`config.mk`:
```
export PLATFORM = sky130hd
export DESIGN_NAME = light_gated_motion_lamp_controller_flat
export DESIGN_NICKNAME = d
export VERILOG_FILES = /design/src/rtl/lgml_pkg.sv /design/src/rtl/lgml_ifs.sv /design/src/rtl/lgml_cfg.sv /design/src/rtl/lgml_core.sv /design/src/rtl/light_gated_motion_lamp_controller.sv /design/src/flat_wrapper.sv
export VERILOG_INCLUDE_DIRS = /design/src /design/src/rtl
export SDC_FILE = /design/constraint.sdc
export NUM_CORES = 1
export LEC_CHECK = 0
export BUFFER_PORTS_ARGS = -buffer_cell sky130_fd_sc_hd__buf_4
export CAP_MARGIN = 15
export CORE_MARGIN = 5
export CORE_UTILIZATION = 50
export DETAILED_ROUTE_END_ITERATION = 10
export HOLD_SLACK_MARGIN = 0.08
export MAX_ROUTING_LAYER = met4
export PLACE_DENSITY = 0.71
export SLEW_MARGIN = 15
export SYNTH_ARGS = -nofsm -noshare
export SYNTH_HDL_FRONTEND = slang
export SYNTH_HIERARCHICAL = 1
export SYNTH_SLANG_ARGS = --single-unit
export TNS_END_PERCENT = 50
```
`constraint.sdc`:
```
create_clock -name i_clk -period 5 [get_ports i_clk]
set_input_delay 1 -clock i_clk [delete_from_list [all_inputs] [get_ports i_clk]]
set_output_delay 1 -clock i_clk [all_outputs]
set_load 0.01 [all_outputs]
```
`src/rtl/light_gated_motion_lamp_controller_macros.svh`:
```
// ----------------------------------------------------------------------------
// lamp controller assertion macros
// concurrent assertion wrappers, empty when SYNTHESIS is defined
// ----------------------------------------------------------------------------
`ifndef LIGHT_GATED_MOTION_LAMP_CONTROLLER_MACROS_SVH
`define LIGHT_GATED_MOTION_LAMP_CONTROLLER_MACROS_SVH

`ifndef SYNTHESIS
// same-cycle implication, checked on i_clk, off during reset
`define LGML_ASSERT_NOW(label, ante, cons) \
    label: assert property (@(posedge i_clk) disable iff (!i_rst_n) (ante) |-> (cons)) \
        else $error("lgml assertion failed");
// next-cycle implication, checked on i_clk, off during reset
`define LGML_ASSERT_NEXT(label, ante, cons) \
    label: assert property (@(posedge i_clk) disable iff (!i_rst_n) (ante) |=> (cons)) \
        else $error("lgml assertion failed");
`else
`define LGML_ASSERT_NOW(label, ante, cons)
`define LGML_ASSERT_NEXT(label, ante, cons)
`endif

`endif

```
`src/rtl/lgml_pkg.sv`:
```
// ----------------------------------------------------------------------------
// lgml_pkg
// shared types and constants of the light gated motion lamp controller
// ----------------------------------------------------------------------------
package lgml_pkg;

    localparam int TPS_W    = 10;
    localparam int SECS_W   = 16;
    localparam int LIGHT_W  = 16;
    localparam int BAT_W    = 16;
    localparam int HOLD_W   = 3;
    localparam int BLANK_W  = 5;
    localparam int APB_AW   = 5;
    localparam int APB_DW   = 32;
    localparam int REG_IDX_W = 3;

    // register indexes (byte address is 4 times the index)
    localparam logic [REG_IDX_W-1:0] REG_TPS     = 3'd0;
    localparam logic [REG_IDX_W-1:0] REG_ON_SECS = 3'd1;
    localparam logic [REG_IDX_W-1:0] REG_LOW     = 3'd2;
    localparam logic [REG_IDX_W-1:0] REG_HIGH    = 3'd3;
    localparam logic [REG_IDX_W-1:0] REG_MIN_BAT = 3'd4;
    localparam logic [REG_IDX_W-1:0] REG_HOLDOFF = 3'd5;
    localparam logic [REG_IDX_W-1:0] REG_BLANK   = 3'd6;

    localparam logic [TPS_W-1:0]   RST_TPS     = 10'd100;
    localparam logic [SECS_W-1:0]  RST_ON_SECS = 16'd60;
    localparam logic [LIGHT_W-1:0] RST_LOW     = 16'd100;
    localparam logic [LIGHT_W-1:0] RST_HIGH    = 16'd200;
    localparam logic [BAT_W-1:0]   RST_MIN_BAT = 16'd0;
    localparam logic [HOLD_W-1:0]  RST_HOLDOFF = 3'd5;
    localparam logic [BLANK_W-1:0] RST_BLANK   = 5'd20;

    localparam logic KIND_TICK   = 1'b0;
    localparam logic KIND_MOTION = 1'b1;

    typedef struct packed {
        logic [TPS_W-1:0]   ticks_per_second;
        logic [SECS_W-1:0]  lamp_on_seconds;
        logic [LIGHT_W-1:0] light_low;
        logic [LIGHT_W-1:0] light_high;
        logic [BAT_W-1:0]   min_battery;
        logic [HOLD_W-1:0]  light_holdoff_seconds;
        logic [BLANK_W-1:0] sensor_blank_ticks;
    } t_cfg;

    typedef struct packed {
        logic               kind;
        logic [LIGHT_W-1:0] light_value;
        logic               light_error;
        logic [BAT_W-1:0]   battery_value;
    } t_item;

    typedef struct packed {
        logic             lamp_on;
        logic [BAT_W-1:0] lamp_level;
        logic             lamp_started;
        logic             sensor_power;
        logic             sensor_started;
        logic             light_sampled;
        logic             heartbeat;
    } t_result;

endpackage

```
`src/rtl/lgml_ifs.sv`:
```
// ----------------------------------------------------------------------------
// lgml request and response channels
// valid/ready channels carrying one input item or one result item
// ----------------------------------------------------------------------------
interface lgml_req_if;
    logic        valid;
    logic        ready;
    logic        kind;
    logic [15:0] light_value;
    logic        light_error;
    logic [15:0] battery_value;

    modport source (output valid, kind, light_value, light_error, battery_value,
                    input ready);
    modport sink   (input valid, kind, light_value, light_error, battery_value,
                    output ready);
endinterface

interface lgml_rsp_if;
    logic        valid;
    logic        ready;
    logic        lamp_on;
    logic [15:0] lamp_level;
    logic        lamp_started;
    logic        sensor_power;
    logic        sensor_started;
    logic        light_sampled;
    logic        heartbeat;

    modport source (output valid, lamp_on, lamp_level, lamp_started, sensor_power,
                    sensor_started, light_sampled, heartbeat,
                    input ready);
    modport sink   (input valid, lamp_on, lamp_level, lamp_started, sensor_power,
                    sensor_started, light_sampled, heartbeat,
                    output ready);
endinterface

```
`src/rtl/lgml_cfg.sv`:
```
// ----------------------------------------------------------------------------
// lgml_cfg
// apb register file holding the controller settings
// ----------------------------------------------------------------------------
module lgml_cfg (
    input  logic                         i_clk,
    input  logic                         i_rst_n,
    input  logic                         psel,
    input  logic                         penable,
    input  logic                         pwrite,
    input  logic [lgml_pkg::APB_AW-1:0]  paddr,
    input  logic [lgml_pkg::APB_DW-1:0]  pwdata,
    output logic [lgml_pkg::APB_DW-1:0]  prdata,
    output logic                         pready,
    output lgml_pkg::t_cfg               o_cfg
);
    import lgml_pkg::*;

    t_cfg                 r_cfg;
    logic                 w_wr;
    logic [REG_IDX_W-1:0] w_idx;

    assign pready = 1'b1;
    assign w_wr   = psel && penable && pwrite;
    assign w_idx  = paddr[APB_AW-1:2];
    assign o_cfg  = r_cfg;

    always_ff @(posedge i_clk) begin
        if (!i_rst_n) begin
            r_cfg.ticks_per_second      <= RST_TPS;
            r_cfg.lamp_on_seconds       <= RST_ON_SECS;
            r_cfg.light_low             <= RST_LOW;
            r_cfg.light_high            <= RST_HIGH;
            r_cfg.min_battery           <= RST_MIN_BAT;
            r_cfg.light_holdoff_seconds <= RST_HOLDOFF;
            r_cfg.sensor_blank_ticks    <= RST_BLANK;
        end else if (w_wr) begin
            unique case (w_idx)
                REG_TPS:     r_cfg.ticks_per_second      <= pwdata[TPS_W-1:0];
                REG_ON_SECS: r_cfg.lamp_on_seconds       <= pwdata[SECS_W-1:0];
                REG_LOW:     r_cfg.light_low             <= pwdata[LIGHT_W-1:0];
                REG_HIGH:    r_cfg.light_high            <= pwdata[LIGHT_W-1:0];
                REG_MIN_BAT: r_cfg.min_battery           <= pwdata[BAT_W-1:0];
                REG_HOLDOFF: r_cfg.light_holdoff_seconds <= pwdata[HOLD_W-1:0];
                REG_BLANK:   r_cfg.sensor_blank_ticks    <= pwdata[BLANK_W-1:0];
                default: ;
            endcase
        end
    end

    always_comb begin
        unique case (w_idx)
            REG_TPS:     prdata = APB_DW'(r_cfg.ticks_per_second);
            REG_ON_SECS: prdata = APB_DW'(r_cfg.lamp_on_seconds);
            REG_LOW:     prdata = APB_DW'(r_cfg.light_low);
            REG_HIGH:    prdata = APB_DW'(r_cfg.light_high);
            REG_MIN_BAT: prdata = APB_DW'(r_cfg.min_battery);
            REG_HOLDOFF: prdata = APB_DW'(r_cfg.light_holdoff_seconds);
            REG_BLANK:   prdata = APB_DW'(r_cfg.sensor_blank_ticks);
            default:     prdata = '0;
        endcase
    end

endmodule

```
`src/rtl/lgml_core.sv`:
```
// ----------------------------------------------------------------------------
// lgml_core
// controller state and the combinational update for one request
// ----------------------------------------------------------------------------
`include "light_gated_motion_lamp_controller_macros.svh"

module lgml_core (
    input  logic              i_clk,
    input  logic              i_rst_n,
    input  lgml_pkg::t_cfg    i_cfg,
    input  logic              i_step,
    input  lgml_pkg::t_item   i_item,
    output logic              o_has_res,
    output lgml_pkg::t_result o_res
);
    import lgml_pkg::*;

    logic [TPS_W-1:0]   r_tick,  n_tick;
    logic [SECS_W-1:0]  r_lamp,  n_lamp;
    logic [HOLD_W-1:0]  r_hold,  n_hold;
    logic [BLANK_W-1:0] r_blank, n_blank;
    logic               r_sens,  n_sens;
    logic               r_pend,  n_pend;
    logic [BAT_W-1:0]   r_level, n_level;
    logic               r_beat,  n_beat;

    logic [TPS_W-1:0]   w_tick_inc;
    logic               w_started;
    logic               w_s_started;
    logic               w_sampled;

    assign w_tick_inc = r_tick + TPS_W'(1);

    always_comb begin
        n_tick      = r_tick;
        n_lamp      = r_lamp;
        n_hold      = r_hold;
        n_blank     = r_blank;
        n_sens      = r_sens;
        n_pend      = r_pend;
        n_level     = r_level;
        n_beat      = r_beat;
        w_started   = 1'b0;
        w_s_started = 1'b0;
        w_sampled   = 1'b0;
        if (i_item.kind == KIND_MOTION) begin
            n_pend = 1'b1;
        end else begin
            n_tick = w_tick_inc;
            // second boundary housekeeping
            if (w_tick_inc == i_cfg.ticks_per_second) begin
                n_tick = '0;
                n_beat = ~r_beat;
                if (r_lamp != '0) begin
                    n_lamp = r_lamp - SECS_W'(1);
                    if (n_lamp == '0) begin
                        n_hold = i_cfg.light_holdoff_seconds;
                    end
                end else if (r_hold != '0) begin
                    n_hold = r_hold - HOLD_W'(1);
                end else begin
                    w_sampled = 1'b1;
                    if (i_item.light_error || (i_item.light_value < i_cfg.light_low)) begin
                        if (!r_sens) begin
                            n_sens      = 1'b1;
                            w_s_started = 1'b1;
                            n_blank     = i_cfg.sensor_blank_ticks;
                        end
                    end else if (i_item.light_value > i_cfg.light_high) begin
                        if (r_sens) begin
                            n_sens = 1'b0;
                            n_pend = 1'b0;
                        end
                    end
                end
            end
            // blanking, then motion retrigger or lamp start
            if (n_blank != '0) begin
                n_blank = n_blank - BLANK_W'(1);
                n_pend  = 1'b0;
            end else if (n_sens && n_pend) begin
                n_pend = 1'b0;
                if (n_lamp == '0) begin
                    n_level = (i_item.battery_value < i_cfg.min_battery) ?
                              i_cfg.min_battery : i_item.battery_value;
                    w_started = 1'b1;
                end
                n_lamp = i_cfg.lamp_on_seconds;
            end
        end
    end

    assign o_has_res            = (i_item.kind == KIND_TICK);
    assign o_res.lamp_on        = (n_lamp != '0);
    assign o_res.lamp_level     = (n_lamp != '0) ? n_level : '0;
    assign o_res.lamp_started   = w_started;
    assign o_res.sensor_power   = n_sens;
    assign o_res.sensor_started = w_s_started;
    assign o_res.light_sampled  = w_sampled;
    assign o_res.heartbeat      = n_beat;

    always_ff @(posedge i_clk) begin
        if (!i_rst_n) begin
            r_tick  <= '0;
            r_lamp  <= '0;
            r_hold  <= '0;
            r_blank <= '0;
            r_sens  <= 1'b0;
            r_pend  <= 1'b0;
            r_level <= '0;
            r_beat  <= 1'b0;
        end else if (i_step) begin
            r_tick  <= n_tick;
            r_lamp  <= n_lamp;
            r_hold  <= n_hold;
            r_blank <= n_blank;
            r_sens  <= n_sens;
            r_pend  <= n_pend;
            r_level <= n_level;
            r_beat  <= n_beat;
        end
    end

    // a tick during blanking discards pending motion
    `LGML_ASSERT_NEXT(a_blank_drops_motion, i_step && (i_item.kind == KIND_TICK) && (r_blank != '0), !r_pend)
    // a sensor power-up leaves the sensor on
    `LGML_ASSERT_NEXT(a_sensor_start_on, i_step && w_s_started, r_sens)
    // a lamp start loads the full on-time
    `LGML_ASSERT_NEXT(a_lamp_start_load, i_step && w_started, r_lamp == $past(i_cfg.lamp_on_seconds))

endmodule

```
`src/rtl/light_gated_motion_lamp_controller.sv`:
```
// ----------------------------------------------------------------------------
// light_gated_motion_lamp_controller
// lamp controller driven by tick and motion requests, gated by ambient light
// ----------------------------------------------------------------------------
// Takes one request per clock cycle with no bubbles while results are taken.
// A request goes into an input register; when it moves on, the controller
// state is updated from it by a single pass of logic, and at that same edge a
// tick request's result is loaded into an output register, which offers it.
// Motion requests update the state and give no result. A stalled result
// holds only the output register; the input register still fills, and the
// input side stops only when both are full. There is no clearing pass after
// reset. The user must write settings over the APB port only while the
// block idles; the block itself does not enforce this.
// ----------------------------------------------------------------------------
module light_gated_motion_lamp_controller (
    input  logic                         i_clk,
    input  logic                         i_rst_n,
    lgml_req_if.sink                     i_req,
    lgml_rsp_if.source                   o_rsp,
    input  logic                         psel,
    input  logic                         penable,
    input  logic                         pwrite,
    input  logic [lgml_pkg::APB_AW-1:0]  paddr,
    input  logic [lgml_pkg::APB_DW-1:0]  pwdata,
    output logic [lgml_pkg::APB_DW-1:0]  prdata,
    output logic                         pready
);
    import lgml_pkg::*;

    t_cfg    w_cfg;
    // input register stage
    logic    r_in_valid;
    t_item   r_in;
    // result register stage
    logic    r_out_valid;
    t_result r_out;
    // step control
    logic    w_advance;
    logic    w_has_res;
    t_result w_res;

    lgml_cfg u_cfg (
        .i_clk   (i_clk),
        .i_rst_n (i_rst_n),
        .psel    (psel),
        .penable (penable),
        .pwrite  (pwrite),
        .paddr   (paddr),
        .pwdata  (pwdata),
        .prdata  (prdata),
        .pready  (pready),
        .o_cfg   (w_cfg)
    );

    // the held request moves on when the result register is free or drains now
    assign w_advance   = r_in_valid && (!r_out_valid || o_rsp.ready);
    assign i_req.ready = !r_in_valid || w_advance;

    always_ff @(posedge i_clk) begin
        if (!i_rst_n) begin
            r_in_valid <= 1'b0;
        end else if (i_req.ready) begin
            r_in_valid <= i_req.valid;
        end
    end

    // payload needs no reset
    always_ff @(posedge i_clk) begin
        if (i_req.valid && i_req.ready) begin
            r_in.kind          <= i_req.kind;
            r_in.light_value   <= i_req.light_value;
            r_in.light_error   <= i_req.light_error;
            r_in.battery_value <= i_req.battery_value;
        end
    end

    lgml_core u_core (
        .i_clk     (i_clk),
        .i_rst_n   (i_rst_n),
        .i_cfg     (w_cfg),
        .i_step    (w_advance),
        .i_item    (r_in),
        .o_has_res (w_has_res),
        .o_res     (w_res)
    );

    // result register: loaded on tick steps, cleared once taken
    always_ff @(posedge i_clk) begin
        if (!i_rst_n) begin
            r_out_valid <= 1'b0;
        end else if (w_advance) begin
            r_out_valid <= w_has_res;
        end else if (o_rsp.ready) begin
            r_out_valid <= 1'b0;
        end
    end

    always_ff @(posedge i_clk) begin
        if (w_advance && w_has_res) begin
            r_out <= w_res;
        end
    end

    assign o_rsp.valid          = r_out_valid;
    assign o_rsp.lamp_on        = r_out.lamp_on;
    assign o_rsp.lamp_level     = r_out.lamp_level;
    assign o_rsp.lamp_started   = r_out.lamp_started;
    assign o_rsp.sensor_power   = r_out.sensor_power;
    assign o_rsp.sensor_started = r_out.sensor_started;
    assign o_rsp.light_sampled  = r_out.light_sampled;
    assign o_rsp.heartbeat      = r_out.heartbeat;

endmodule
```
`src/flat_wrapper.sv`:
```
// flat-port wrapper written by rule: the top's interface ports become plain ports
module light_gated_motion_lamp_controller_flat import lgml_pkg::*;
  (i_clk, i_rst_n, psel, penable, pwrite, paddr, pwdata, prdata, pready, i_req_valid, i_req_kind, i_req_light_value, i_req_light_error, i_req_battery_value, i_req_ready, o_rsp_valid, o_rsp_lamp_on, o_rsp_lamp_level, o_rsp_lamp_started, o_rsp_sensor_power, o_rsp_sensor_started, o_rsp_light_sampled, o_rsp_heartbeat, o_rsp_ready);
  lgml_req_if i_req_i ();
  lgml_rsp_if o_rsp_i ();
  input  logic i_clk;
  input  logic i_rst_n;
  input  logic psel;
  input  logic penable;
  input  logic pwrite;
  input  logic [lgml_pkg::APB_AW-1:0] paddr;
  input  logic [lgml_pkg::APB_DW-1:0] pwdata;
  output logic [lgml_pkg::APB_DW-1:0] prdata;
  output logic pready;
  input wire logic [$bits(i_req_i.valid)-1:0] i_req_valid;
  input wire logic [$bits(i_req_i.kind)-1:0] i_req_kind;
  input wire logic [$bits(i_req_i.light_value)-1:0] i_req_light_value;
  input wire logic [$bits(i_req_i.light_error)-1:0] i_req_light_error;
  input wire logic [$bits(i_req_i.battery_value)-1:0] i_req_battery_value;
  output wire logic [$bits(i_req_i.ready)-1:0] i_req_ready;
  output wire logic [$bits(o_rsp_i.valid)-1:0] o_rsp_valid;
  output wire logic [$bits(o_rsp_i.lamp_on)-1:0] o_rsp_lamp_on;
  output wire logic [$bits(o_rsp_i.lamp_level)-1:0] o_rsp_lamp_level;
  output wire logic [$bits(o_rsp_i.lamp_started)-1:0] o_rsp_lamp_started;
  output wire logic [$bits(o_rsp_i.sensor_power)-1:0] o_rsp_sensor_power;
  output wire logic [$bits(o_rsp_i.sensor_started)-1:0] o_rsp_sensor_started;
  output wire logic [$bits(o_rsp_i.light_sampled)-1:0] o_rsp_light_sampled;
  output wire logic [$bits(o_rsp_i.heartbeat)-1:0] o_rsp_heartbeat;
  input wire logic [$bits(o_rsp_i.ready)-1:0] o_rsp_ready;
  assign i_req_i.valid = i_req_valid;
  assign i_req_i.kind = i_req_kind;
  assign i_req_i.light_value = i_req_light_value;
  assign i_req_i.light_error = i_req_light_error;
  assign i_req_i.battery_value = i_req_battery_value;
  assign i_req_ready = i_req_i.ready;
  assign o_rsp_valid = o_rsp_i.valid;
  assign o_rsp_lamp_on = o_rsp_i.lamp_on;
  assign o_rsp_lamp_level = o_rsp_i.lamp_level;
  assign o_rsp_lamp_started = o_rsp_i.lamp_started;
  assign o_rsp_sensor_power = o_rsp_i.sensor_power;
  assign o_rsp_sensor_started = o_rsp_i.sensor_started;
  assign o_rsp_light_sampled = o_rsp_i.light_sampled;
  assign o_rsp_heartbeat = o_rsp_i.heartbeat;
  assign o_rsp_i.ready = o_rsp_ready;
  light_gated_motion_lamp_controller u_core (.i_clk(i_clk), .i_rst_n(i_rst_n), .i_req(i_req_i), .o_rsp(o_rsp_i), .psel(psel), .penable(penable), .pwrite(pwrite), .paddr(paddr), .pwdata(pwdata), .prdata(prdata), .pready(pready));
endmodule
```
### Word-level counts from Yosys, hierarchy flattened

Index checks and enable logic that the tools add are counted.
Widths: inputs -> output; s select.

| storage, ports and cells | value |
|---|---|
| register bits after elaboration | 193 |

| cells by class | value |
|---|---|
| equal/unequal tests | 8 |
| order comparisons | 3 |
| $add $sub $neg | 4 |
| bitwise logic cells | 5 |
| multiplexer cells | 47 |
| reductions and logical operators | 32 |

Operators with widths:

| operator | number |
|---|---|
| $mux 16 | 11 |
| $pmux 16 s7 | 1 |
| $mux 5 | 7 |
| $logic_not 16->1 | 2 |
| $lt 16x16->1 | 2 |
| $reduce_bool 16->1 | 2 |
| $mux 1 | 24 |
| $gt 16x16->1 | 1 |
| $reduce_and 2->1 | 8 |
| $sub 16x1->16 const B | 1 |
| $add 10x1->10 const B | 1 |
| $eq 10x10->1 | 1 |
| $mux 10 | 1 |
| $eq 3x3->1 const B | 3 |
| $mux 3 | 3 |
| $eq 3x2->1 const B | 2 |
| $logic_and 1x1->1 | 6 |
| $reduce_or 3->1 | 2 |
| $not 1->1 | 5 |
| $reduce_and 5->1 | 1 |
| $reduce_bool 5->1 | 1 |
| $reduce_or 5->1 | 1 |
| $sub 5x1->5 const B | 1 |
| $reduce_bool 2->1 | 2 |
| other kinds (7) | 10 |

### Longest topological paths before layout

Gate-level depths: netlist of the first run.

| logic depth | value |
|---|---|
| word-level depth | 12 |
| mapped depth | 17 |

### Modules after synthesis

Netlist of the first run, hierarchy kept.

By module, submodules not included:

| module | cells an instance | instances | area each (sq um) |
|---|---|---|---|
| lgml_core | 727 | 1 | 5,490.3 |
| lgml_cfg | 414 | 1 | 3,943.8 |
| light_gated_motion_lamp_controller | 69 | 1 | 1,794.2 |

### Worst setup path before layout of the first run

Ideal clock, no wire load.

| timing | value |
|---|---|
| path type | register to register |
| from | reg u_core.u_core.r_tick[1] |
| to | reg u_core.r_out (netlist bit u_core/o_rsp.lamp_level[10]), data pin |
| arrival time | 4,630 ps |
| required time | 4,743 ps |
| buffers on the path | 4 |
| library setup time | 257 ps |
| stages on the path, launching flop included | 18 |
| slack | 113 ps |
| cells stage by stage | dfxtp_1 ha_1 buf_4 nand3_2 or3_1 a211o_1 a211o_2 or4_4 or2_2 clkbuf_1 mux2i_1 ha_1 nand2_1 clkbuf_1 nor2_1 o31ai_2 buf_2 nor2_1 |

| on the way | value |
|---|---|
| cells in the longest elaborated chain, start to end | 9 |
| elaborated cells on any way between the ends | 21 |

Ends and longest elaborated chain:

| element | RTL line | text |
|---|---|---|
| start: declaration | lgml_core.sv:18 | `logic [TPS_W-1:0] r_tick, n_tick;` |
| start signal: assignment | lgml_core.sv:113 | `r_tick <= n_tick;` |
| $add 10x1->10 (*) | lgml_core.sv:32 | `assign w_tick_inc = r_tick + TPS_W'(1);` |
| $eq 10x10->1 (*) | lgml_core.sv:51 | `if (w_tick_inc == i_cfg.ticks_per_second) begin` |
| $mux 16 / $mux 1 (equally long branches) | lgml_core.sv:51 |  |
| $mux 16 / $mux 1 (equally long branches) | lgml_core.sv:46 | `if (i_item.kind == KIND_MOTION) begin` |
| $logic_not 16->1 / $logic_and 1x1->1 (equally long branches) | lgml_core.sv:83, lgml_core.sv:81 |  |
| $mux 16, on equally long branches | lgml_core.sv:83, lgml_core.sv:81 |  |
| $mux 16, on equally long branches | lgml_core.sv:81, lgml_core.sv:78 |  |
| $mux 16, on equally long branches | lgml_core.sv:78, lgml_core.sv:46 |  |
| $mux 16 / $reduce_bool 16->1 (equally long branches) | lgml_core.sv:46, lgml_core.sv:95 |  |
| end signal: assignment | light_gated_motion_lamp_controller.sv:100 | `r_out <= w_res;` |
| end: declaration | light_gated_motion_lamp_controller.sv:36 | `t_result r_out;` |

Every way passes the cells marked *; elsewhere a longest branch is shown, timed or not. The select of a mux whose other input is x is not followed.
A chain may end at the register's enable or synchronous reset.

### Worst setup path in the final report of the first run

| timing | value |
|---|---|
| from | reg u_core.u_core.r_tick[1] |
| to | reg u_core.r_out (netlist bit u_core/o_rsp.lamp_level[11]), data pin |

Same word-level chain as after synthesis.

==> impl_metrics.csv, run 1 <==
group,metric,value,unit
run_status,run_status,"finished, final reports clean",
clock_tree,root_buffer,"clkbuf_16",
placement,portBuffers,99,
pwr,p_per_area,264,mW/mm^2
finish,layout_commonest_cell,"nand2_1",
drt,via_per_inst,5.87,
yosys,synthArstFlopShare,0,
pwr,clockPowerShare,0.411,
clock_tree,cts_resized,0,
yosys,yosysSeqAreaShare,0.394,
finish,antenna_cells,0,
run,maxCapViolCount,0,
global_routing,antenna_found_initial,0,
finish,final_cells,1581,
placement,place.gp.congestion,0.922,
global_routing,grt_pass1_wl,48300,um
placement,dp_hpwl,22700,um
timing,fmax,212,MHz
yosys,synth_compound_area_frac,0.132,
drt,ant_nets,0,
pwr,pwr-share-comb,0.097,
floorplanning,fp-row-count,54,
global_routing,grt_max_degree,78,
clock_tree,cts_buffers,17,
pwr,swShare,0.273,
clock_tree,cts_tree,"built",
timing,finalCritPeriodShare,0.944,
floorplanning,core-area,0.0220,mm^2
setup_path,critical_path_class,"reg -> reg",
timing,holdWs,0.477,ns
yosys,synth_edf_count,56,
yosys,synth_warnings,6,
clock_tree,insertion_delay,0.44,ns
min_path,hp-class,"reg -> reg",
clock_tree,htreeDepth,4,
placement,place_ws,0.308,ns
placement,dp_cells,1549,
timing,hold_viol_final,0,
drt,dr.pass1.iters,5,
timing,min_period,4.72,ns
yosys,yosys.area_share.simple,0.185,
yosys,synthCells,1210,
pwr,internal-power,2.45,mW
yosys,synth_top_family_by_area,"simple AND/OR/NAND/NOR gates",
yosys,synthMuxAreaShare,0.145,
floorplanning,die_area,0.0256,mm^2
timing,worst_slew_margin_rel,0.251,
clock_tree,cts_hold_buf,0,
timing,max_slew.worst_pin.slew,1.12,ns
floorplanning,top_level_ports,135,
setup_path,critical_path_required,5.20,ns
floorplanning,initial_core_util,0.511,
yosys,ys_ff_latch,193,
pwr,switchingPower,0.919,mW
drt,vias,9279,
drt,wirelength,30600,um
setup_path,cp_max_fo,17,
pwr,seq_power_share,0.493,
pwr,ir_worst_vdd,214,uV
timing,timing.final.ws_setup,0.280,ns
yosys,synth-xor-area-share,0.0154,
floorplanning,die_h,160,um
clock_tree,cts_sinks,193,
placement,placed_area,0.0121,mm^2
drt,drt_iter0_markers,673,
setup_path,critical_path.endpoint_type,"flip-flop",
global_routing,track_usage,0.240,
timing,slew_violations,0,
clock_tree,clkTransAtPathRegs,0.08,ns
yosys,post_synth.cell_area_avg,9.28,um^2
timing,finalSetupTns,0,ns
finish,utilization,0.581,
timing,fin_worst_skew,0.0175,ns
finish,area_growth,13.6,%
yosys,synth_ff_type,"dfxtp_1",
finish,drive_gt1_frac,0.179,
clock_tree,cts_setup_buffers,0,
timing,setup_viol,0,
floorplanning,die_width,160,um
drt,drc,0,
setup_path,start_kind,"flip-flop",
pwr,power,3.37,mW
yosys,synth-adder-area-share,0.0591,
pwr,power_leakage,5.04,nW
finish,layout_common_cells,"144 x nand2_1, 137 x dfxtp_1, 129 x mux2i_1, 127 x buf_4, 94 x nor2_1",
yosys,syn_area,0.0112,mm^2
yosys,synthDistinctLibCells,93,
finish,final_nets,1419,
setup_path,worst-endpoint-arrival,4.92,ns
clock_tree,clk_path_buf_depth,2,
finish,design_area,0.0128,mm^2
global_routing,grt_overflow,0,
drt,wl_per_cell,19.3,um
timing,grt_setup_unrepaired,"no",
global_routing,grt_pass1_vias,8924,
-- worst max-delay path: stages (launching register included) --
cell     delay (ns)
dfxtp_1        0.44
ha_1           0.31
nand3_2        0.15
or3_1          0.38
a211o_1        0.32
a211o_2        0.30
or4_4          0.56
or2_2          0.42
mux2i_1        0.19
ha_1           0.24
nand2_1        0.19
buf_4          0.22
nor2_1         0.10
o31ai_2        0.39
buf_12         0.20
nor2_1         0.07
-- kinds of logic after synthesis --
kind of cell / count (synthesis)
flops: 193
simple gates: 409
fa+ha+maj: 53
mux: 159
buf+inv: 155
compound gates: 221
xor+xnor: 18
other cells: 2
-- synth_stat cells (7+ instances only) --
master / count / share of area
buf_4: 25 / 0.017
and3_1: 9 / 0.0050
buf_2: 11 / 0.0049
nor2_1: 95 / 0.032
buf_6: 7 / 0.0070
nand3_1: 21 / 0.0094
a21oi_1: 54 / 0.024
a21o_1: 13 / 0.0087
nand2_1: 144 / 0.048
mux2_2: 30 / 0.030
o221a_2: 8 / 0.0080
ha_1: 53 / 0.059
o21ai_0: 56 / 0.025
xor2_1: 9 / 0.0070
nand2b_1: 9 / 0.0050
nand4_1: 17 / 0.0095
nor2b_1: 13 / 0.0072
o211ai_1: 10 / 0.0067
a22oi_1: 9 / 0.0060
dfxtp_1: 137 / 0.24
nor3_1: 30 / 0.013
clkbuf_1: 40 / 0.013
xnor2_1: 8 / 0.0062
mux2i_1: 129 / 0.11
inv_1: 69 / 0.023
nor4_1: 15 / 0.0084
edfxtp_1: 56 / 0.15
-- state kept, by name (all words and copies together) (netlist names), 3 cells and up --
name                     flops
u_core/u_core/r_tick        10
u_core/u_core/r_hold         3
u_core/o_rsp.lamp_level     16
u_core/u_core/r_blank        5
u_core/r_in                 34
u_core/u_core/r_lamp        16
u_core/u_cfg/o_cfg          82
u_core/u_core/r_level       16
-- power by group through the flow --
stage	logic (mW)	clock network, mW	registers (mW)
after global placement	0.316	0	1.69
after CTS	0.323	1.40	1.66
final	0.325	1.38	1.66
after floorplan	0.211	0	1.69
after global routing	0.354	1.48	1.66
after detailed placement	0.321	0	1.70
-- metal layers --
metal  routed length [um]  GRT usage
met4                  385     0.0548
met3                 1880     0.0312
met5                    0          -
met2                15100      0.398
met1                13200      0.316
-- area by class of cell --
| class | count | area, um^2 |
|---|---|---|
| fillers | 1906 | 9200 |
| multi-input cells | 877 | 6100 |
| flip-flops and latches | 193 | 4420 |
| clock inverters | 15 | 183 |
| well taps | 280 | 350 |
| repair buffers | 130 | 1010 |
| inverters | 69 | 259 |
| clock buffers | 17 | 425 |
-- path summary, 6_finish.rpt --
check                                endpoint  depth (start not counted)  slack [ns]                startpoint
setup / recovery  u_core/o_rsp.lamp_level[11]                         15        0.28   u_core/u_core/r_tick[1]
hold / removal       u_core/u_core/r_blank[1]                          2        0.48  u_core/u_core/r_blank[1]
setup reg to reg  u_core/o_rsp.lamp_level[11]                         15        0.28   u_core/u_core/r_tick[1]
hold reg to reg      u_core/u_core/r_blank[1]                          2        0.48  u_core/u_core/r_blank[1]
Power figures use the tool's default switching activity.
==> run 2, diff against run 1 <==
--- a/config.mk
+++ b/config.mk
@@ -9,11 +9,11 @@
 export BUFFER_PORTS_ARGS = -buffer_cell sky130_fd_sc_hd__buf_4
 export CAP_MARGIN = 15
 export CORE_MARGIN = 5
-export CORE_UTILIZATION = 50
+export CORE_UTILIZATION = 53
 export DETAILED_ROUTE_END_ITERATION = 10
 export HOLD_SLACK_MARGIN = 0.08
 export MAX_ROUTING_LAYER = met4
-export PLACE_DENSITY = 0.71
+export PLACE_DENSITY = 0.75
 export SLEW_MARGIN = 15
 export SYNTH_ARGS = -nofsm -noshare
 export SYNTH_HDL_FRONTEND = slang
==> impl_metrics.csv, run 2 (synthesis gave the netlist of run 1 again) <==
group,metric,value,unit
floorplanning,die_width,156,um
timing,hold_viol_final,0,
clock_tree,cts_sinks,193,
placement,place.gp.congestion,0.971,
floorplanning,top_level_ports,135,
placement,portBuffers,99,
min_path,hp-class,"reg -> reg",
floorplanning,initial_core_util,0.536,
setup_path,critical_path_class,"reg -> reg",
drt,wl_per_cell,19.7,um
clock_tree,cts_hold_buf,0,
placement,dp_hpwl,22900,um
pwr,pwr-share-comb,0.099,
pwr,switchingPower,0.863,mW
floorplanning,core-area,0.0210,mm^2
finish,drive_gt1_frac,0.178,
pwr,seq_power_share,0.506,
setup_path,critical_path.endpoint_type,"flip-flop",
pwr,p_per_area,259,mW/mm^2
drt,vias,9456,
finish,layout_commonest_cell,"nand2_1",
setup_path,critical_path_required,5.18,ns
global_routing,grt_max_degree,67,
clock_tree,htreeDepth,4,
drt,route.met2.wl,14900,um
finish,area_growth,12.8,%
setup_path,worstPathCellList,"ha_2 > nand3_2 > or3_1 > a211o_1 > a211o_2 > or4_4 > or2_2 > mux2i_2 > ha_1 > nand2_1 > nor4_4 > buf_12 > mux2i_1 > nor2_1",
timing,min_period,4.78,ns
timing,holdWs,0.475,ns
drt,ant_nets,0,
placement,placed_area,0.0121,mm^2
clock_tree,clk_path_buf_depth,2,
global_routing,grt_overflow,0,
finish,largest_reg_flops,82,
pwr,swShare,0.263,
timing,fmax,209,MHz
finish,antenna_cells,0,
pwr,ir_worst_vdd,249,uV
setup_path,start_kind,"flip-flop",
timing,finalSetupTns,0,ns
global_routing,antenna_found_initial,0,
drt,dr.pass1.iters,7,
finish,design_area,0.0127,mm^2
clock_tree,clkTransAtPathRegs,0.08,ns
setup_path,worst-endpoint-arrival,4.96,ns
drt,drc,0,
timing,finalCritPeriodShare,0.956,
floorplanning,fp-row-count,53,
clock_tree,cts_tree,"built",
timing,max_slew.worst_pin.slew,1.14,ns
pwr,internal-power,2.42,mW
timing,slew_violations,0,
timing,worst_slew_margin_rel,0.239,
timing,grt_setup_unrepaired,"no",
global_routing,grt_pass1_wl,48200,um
timing,setup_viol,0,
run_status,run_status,"finished, final reports clean",
pwr,clockPowerShare,0.395,
clock_tree,cts_buffers,17,
drt,wirelength,31000,um
setup_path,critPathSlowestCell,"or4_4",
clock_tree,insertion_delay,0.44,ns
setup_path,cp_max_fo,16,
setup_path,slowest_delay,0.58,ns
drt,wl_met1,13200,um
drt,maxUsedRoutingLayer,"met4",
run,maxCapViolCount,0,
clock_tree,cts_setup_buffers,0,
drt,met3_length,1930,um
finish,final_nets,1413,
setup_path,reg2reg_slack,0.22,ns
finish,fill_cells,1852,
clock_tree,cts_resized,0,
drt,via_per_inst,6.02,
finish,layout_common_cells,"144 x nand2_1, 137 x dfxtp_1, 128 x mux2i_1, 120 x buf_4, 94 x nor2_1",
timing,fin_worst_skew,0.0142,ns
clock_tree,root_buffer,"clkbuf_16",
floorplanning,die_h,156,um
floorplanning,die_area,0.0242,mm^2
global_routing,grt_pass1_vias,8915,
drt,drt_iter0_markers,748,
pwr,power,3.28,mW
global_routing,track_usage,0.260,
pwr,power_leakage,4.97,nW
run 2: metrics by stage:
stage,util,setup WS (ns),instances
floorplan,-,0.113,1225
global placement,0.576,0.260,1537
detailed placement,0.576,0.222,1537
CTS,0.603,0.155,1569
global route,0.604,0.0134,1570
finish,0.604,0.222,1570
run 2: metal layers:
metal  GRT usage  vias up
met2       0.418      393
met5           -        -
li1            -     4452
met1       0.334     4551
met4      0.0942        0
met3      0.0402       60
run 2: worst max-delay path: cells and delay by family, from the launching register on:
kind | cells | cell delay (ns)
muxes | 2 | 0.53
buffers and inverters | 1 | 0.22
adders and majority gates | 2 | 0.54
and+or+nand+nor | 7 | 2.13
DFF | 1 | 0.45
AOI/OAI and AO/OA | 2 | 0.66
run 2: path summary, 6_finish.rpt:
| path | from | endpoint | cells after the start |
|---|---|---|---|
| setup / recovery | u_core/u_core/r_tick[1] | u_core/o_rsp.lamp_level[1] | 14 |
| setup reg to reg | u_core/u_core/r_tick[1] | u_core/o_rsp.lamp_level[1] | 14 |
| hold reg to reg | u_core/u_cfg/o_cfg[49] | u_core/u_cfg/o_cfg[49] | 2 |
| hold / removal | u_core/u_cfg/o_cfg[49] | u_core/u_cfg/o_cfg[49] | 2 |
run 2: power by group through the flow:
stage                     registers, mW  clock network, mW  logic [mW]
after global routing               1.66               1.38       0.354
after detailed placement           1.70                  0       0.317
after floorplan                    1.69                  0       0.211
after global placement             1.70                  0       0.311
final                              1.66               1.30       0.325
after CTS                          1.66               1.31       0.319
run 2: cell type report:
class | count | area, um^2 | area share
timing repair buffer | 124 | 972 | 0.0768
clock buffer | 17 | 425 | 0.0336
tap | 275 | 344 | 0.0272
inverter | 69 | 259 | 0.0205
multi-input combinational | 877 | 6110 | 0.482
sequential | 193 | 4420 | 0.349
clock inverter | 15 | 129 | 0.0102
==> run 3, diff against run 2 <==
--- a/config.mk
+++ b/config.mk
@@ -6,14 +6,14 @@
 export SDC_FILE = /design/constraint.sdc
 export NUM_CORES = 1
 export LEC_CHECK = 0
-export BUFFER_PORTS_ARGS = -buffer_cell sky130_fd_sc_hd__buf_4
+export BUFFER_PORTS_ARGS = -buffer_cell sky130_fd_sc_hd__buf_2
 export CAP_MARGIN = 15
 export CORE_MARGIN = 5
-export CORE_UTILIZATION = 53
+export CORE_UTILIZATION = 50
 export DETAILED_ROUTE_END_ITERATION = 10
 export HOLD_SLACK_MARGIN = 0.08
 export MAX_ROUTING_LAYER = met4
-export PLACE_DENSITY = 0.75
+export PLACE_DENSITY = 0.71
 export SLEW_MARGIN = 15
 export SYNTH_ARGS = -nofsm -noshare
 export SYNTH_HDL_FRONTEND = slang
==> impl_metrics.csv, run 3 (synthesis gave the netlist of run 1 again) <==
group,metric,value,unit
drt,drc,0,
floorplanning,initial_core_util,0.511,
timing,min_period,4.71,ns
clock_tree,cts_setup_buffers,0,
global_routing,grt_pass1_vias,8879,
drt,dr.pass1.iters,5,
drt,via_per_inst,5.87,
setup_path,critPathSlowestCell,"or4_4",
finish,final_nets,1415,
setup_path,start_kind,"flip-flop",
placement,place.gp.congestion,0.947,
global_routing,grt_pass1_wl,48200,um
timing,hold_viol_final,0,
timing,finalCritPeriodShare,0.942,
finish,drive_gt1_frac,0.177,
pwr,power_leakage,4.96,nW
floorplanning,core-area,0.0220,mm^2
timing,setup_viol,0,
global_routing,grt_max_degree,90,
placement,portBuffers,99,
clock_tree,insertion_delay,0.44,ns
run_status,run_status,"finished, final reports clean",
floorplanning,die_h,160,um
timing,worst_slew_margin_rel,0.261,
drt,wl_per_cell,19.3,um
global_routing,track_usage,0.240,
global_routing,grt_overflow,0,
floorplanning,fp-row-count,54,
placement,dp_hpwl,22200,um
timing,slew_violations,0,
timing,fmax,212,MHz
finish,fill_cells,1916,
setup_path,worst-endpoint-arrival,5.03,ns
pwr,power,3.33,mW
timing,fin_worst_skew,0.0139,ns
clock_tree,root_buffer,"clkbuf_16",
timing,max_slew.worst_pin.slew,1.11,ns
timing,timing.final.ws_setup,0.288,ns
finish,area_growth,11.1,%
pwr,ir_worst_vdd,225,uV
setup_path,worstPathCellList,"ha_4 > nand3_2 > or3_1 > a211o_1 > a211o_2 > or4_4 > or2_2 > mux2i_1 > ha_1 > nand2_1 > buf_4 > nor4_4 > buf_12 > mux2i_1 > nor2_1",
timing,grt_setup_unrepaired,"no",
finish,antenna_cells,0,
setup_path,slowest_delay,0.58,ns
pwr,p_per_area,267,mW/mm^2
drt,ant_nets,0,
clock_tree,cts_tree,"built",
global_routing,antenna_found_initial,0,
drt,drt_iter0_markers,932,
finish,layout_common_cells,"144 x nand2_1, 137 x dfxtp_1, 129 x mux2i_1, 98 x buf_2, 94 x nor2_1",
floorplanning,top_level_ports,135,
drt,wirelength,30400,um
floorplanning,die_width,160,um
clock_tree,htreeDepth,4,
setup_path,cp_max_fo,16,
setup_path,critical_path_class,"reg -> reg",
floorplanning,die_area,0.0256,mm^2
clock_tree,clkTransAtPathRegs,0.08,ns
setup_path,critical_path.endpoint_type,"flip-flop",
setup_path,critical_path_required,5.31,ns
setup_path,crit_top_cell,"mux2i_1",
finish,multi_input_area,0.00611,mm^2
finish,regArea,0.00442,mm^2
finish,layout_commonest_cell,"nand2_1",
finish,largest_reg_flops,82,
clock_tree,cts_sinks,193,
timing,finalSetupTns,0,ns
clock_tree,clk_path_buf_depth,2,
drt,vias,9264,
placement,place_ws,0.131,ns
clock_tree,cts_buffers,17,
run,maxCapViolCount,0,
min_path,hp-class,"reg -> reg",
run 3: changes by cell type in the layout (fill, tap and decap cells not counted), moves of 2 or more:
cell and change:
buf_2 +98, buf_4 -95, inv_8 +2, clkinv_8 +3, clkinvlp_4 -6
run 3: area by class of cell:
| type | count | share of cell area |
|---|---|---|
| well taps | 280 | 0.0281 |
| multi-input cells | 877 | 0.490 |
| clock inverters | 15 | 0.0130 |
| flip-flops and latches | 193 | 0.355 |
| inverters | 69 | 0.0208 |
| repair buffers | 126 | 0.0592 |
| clock buffers | 17 | 0.0341 |
run 3: metal layers:
metal  track usage  part of all wire
met4        0.0716             0.025
met1         0.313              0.43
met3        0.0405             0.072
met2         0.385              0.47
met5             -                 0
run 3: worst max-delay path, delay by kind of cell (launching register included):
kind / cells / cell delay, ns
fa+ha+maj: 2 / 0.50
simple gates: 7 / 2.02
buf+inv: 2 / 0.41
flops: 1 / 0.48
compound gates: 2 / 0.67
mux: 2 / 0.49
run 3: per-stage QoR:
stage	hold slack, ns	std cells	area [um^2]	util
finish	0.471	1577	12500	0.568
global route	0.492	1577	12500	0.568
CTS	0.474	1577	12500	0.567
detailed placement	0.461	1545	11900	0.541
global placement	0.448	1545	11900	0.541
floorplan	0.436	1225	11300	-
run 3: power by group:
group | switching [mW] | leakage [nW] | internal, mW | total, mW
logic | 0.193 | 3.00 | 0.117 | 0.309
registers | 0.0232 | 1.67 | 1.64 | 1.66
clock network | 0.684 | 0.289 | 0.672 | 1.36
total | 0.900 | 4.96 | 2.43 | 3.33
run 3: what timing repair did:
action | in CTS | in global routing
setup endpoints to repair | 0 | 44
resized for setup | 0 | 2
hold buffers | 0 | 0
run 3: path summary, 6_finish.rpt:
| check | from | end | slack (ns) | cells after the start |
|---|---|---|---|---|
| max reg2reg | u_core/u_core/r_tick[1] | u_core/u_core/r_level[13] | 0.29 | 15 |
| min | u_core/u_core/r_blank[1] | u_core/u_core/r_blank[1] | 0.47 | 2 |
| min reg2reg | u_core/u_core/r_blank[1] | u_core/u_core/r_blank[1] | 0.47 | 2 |
| max | u_core/u_core/r_tick[1] | u_core/u_core/r_level[13] | 0.29 | 15 |
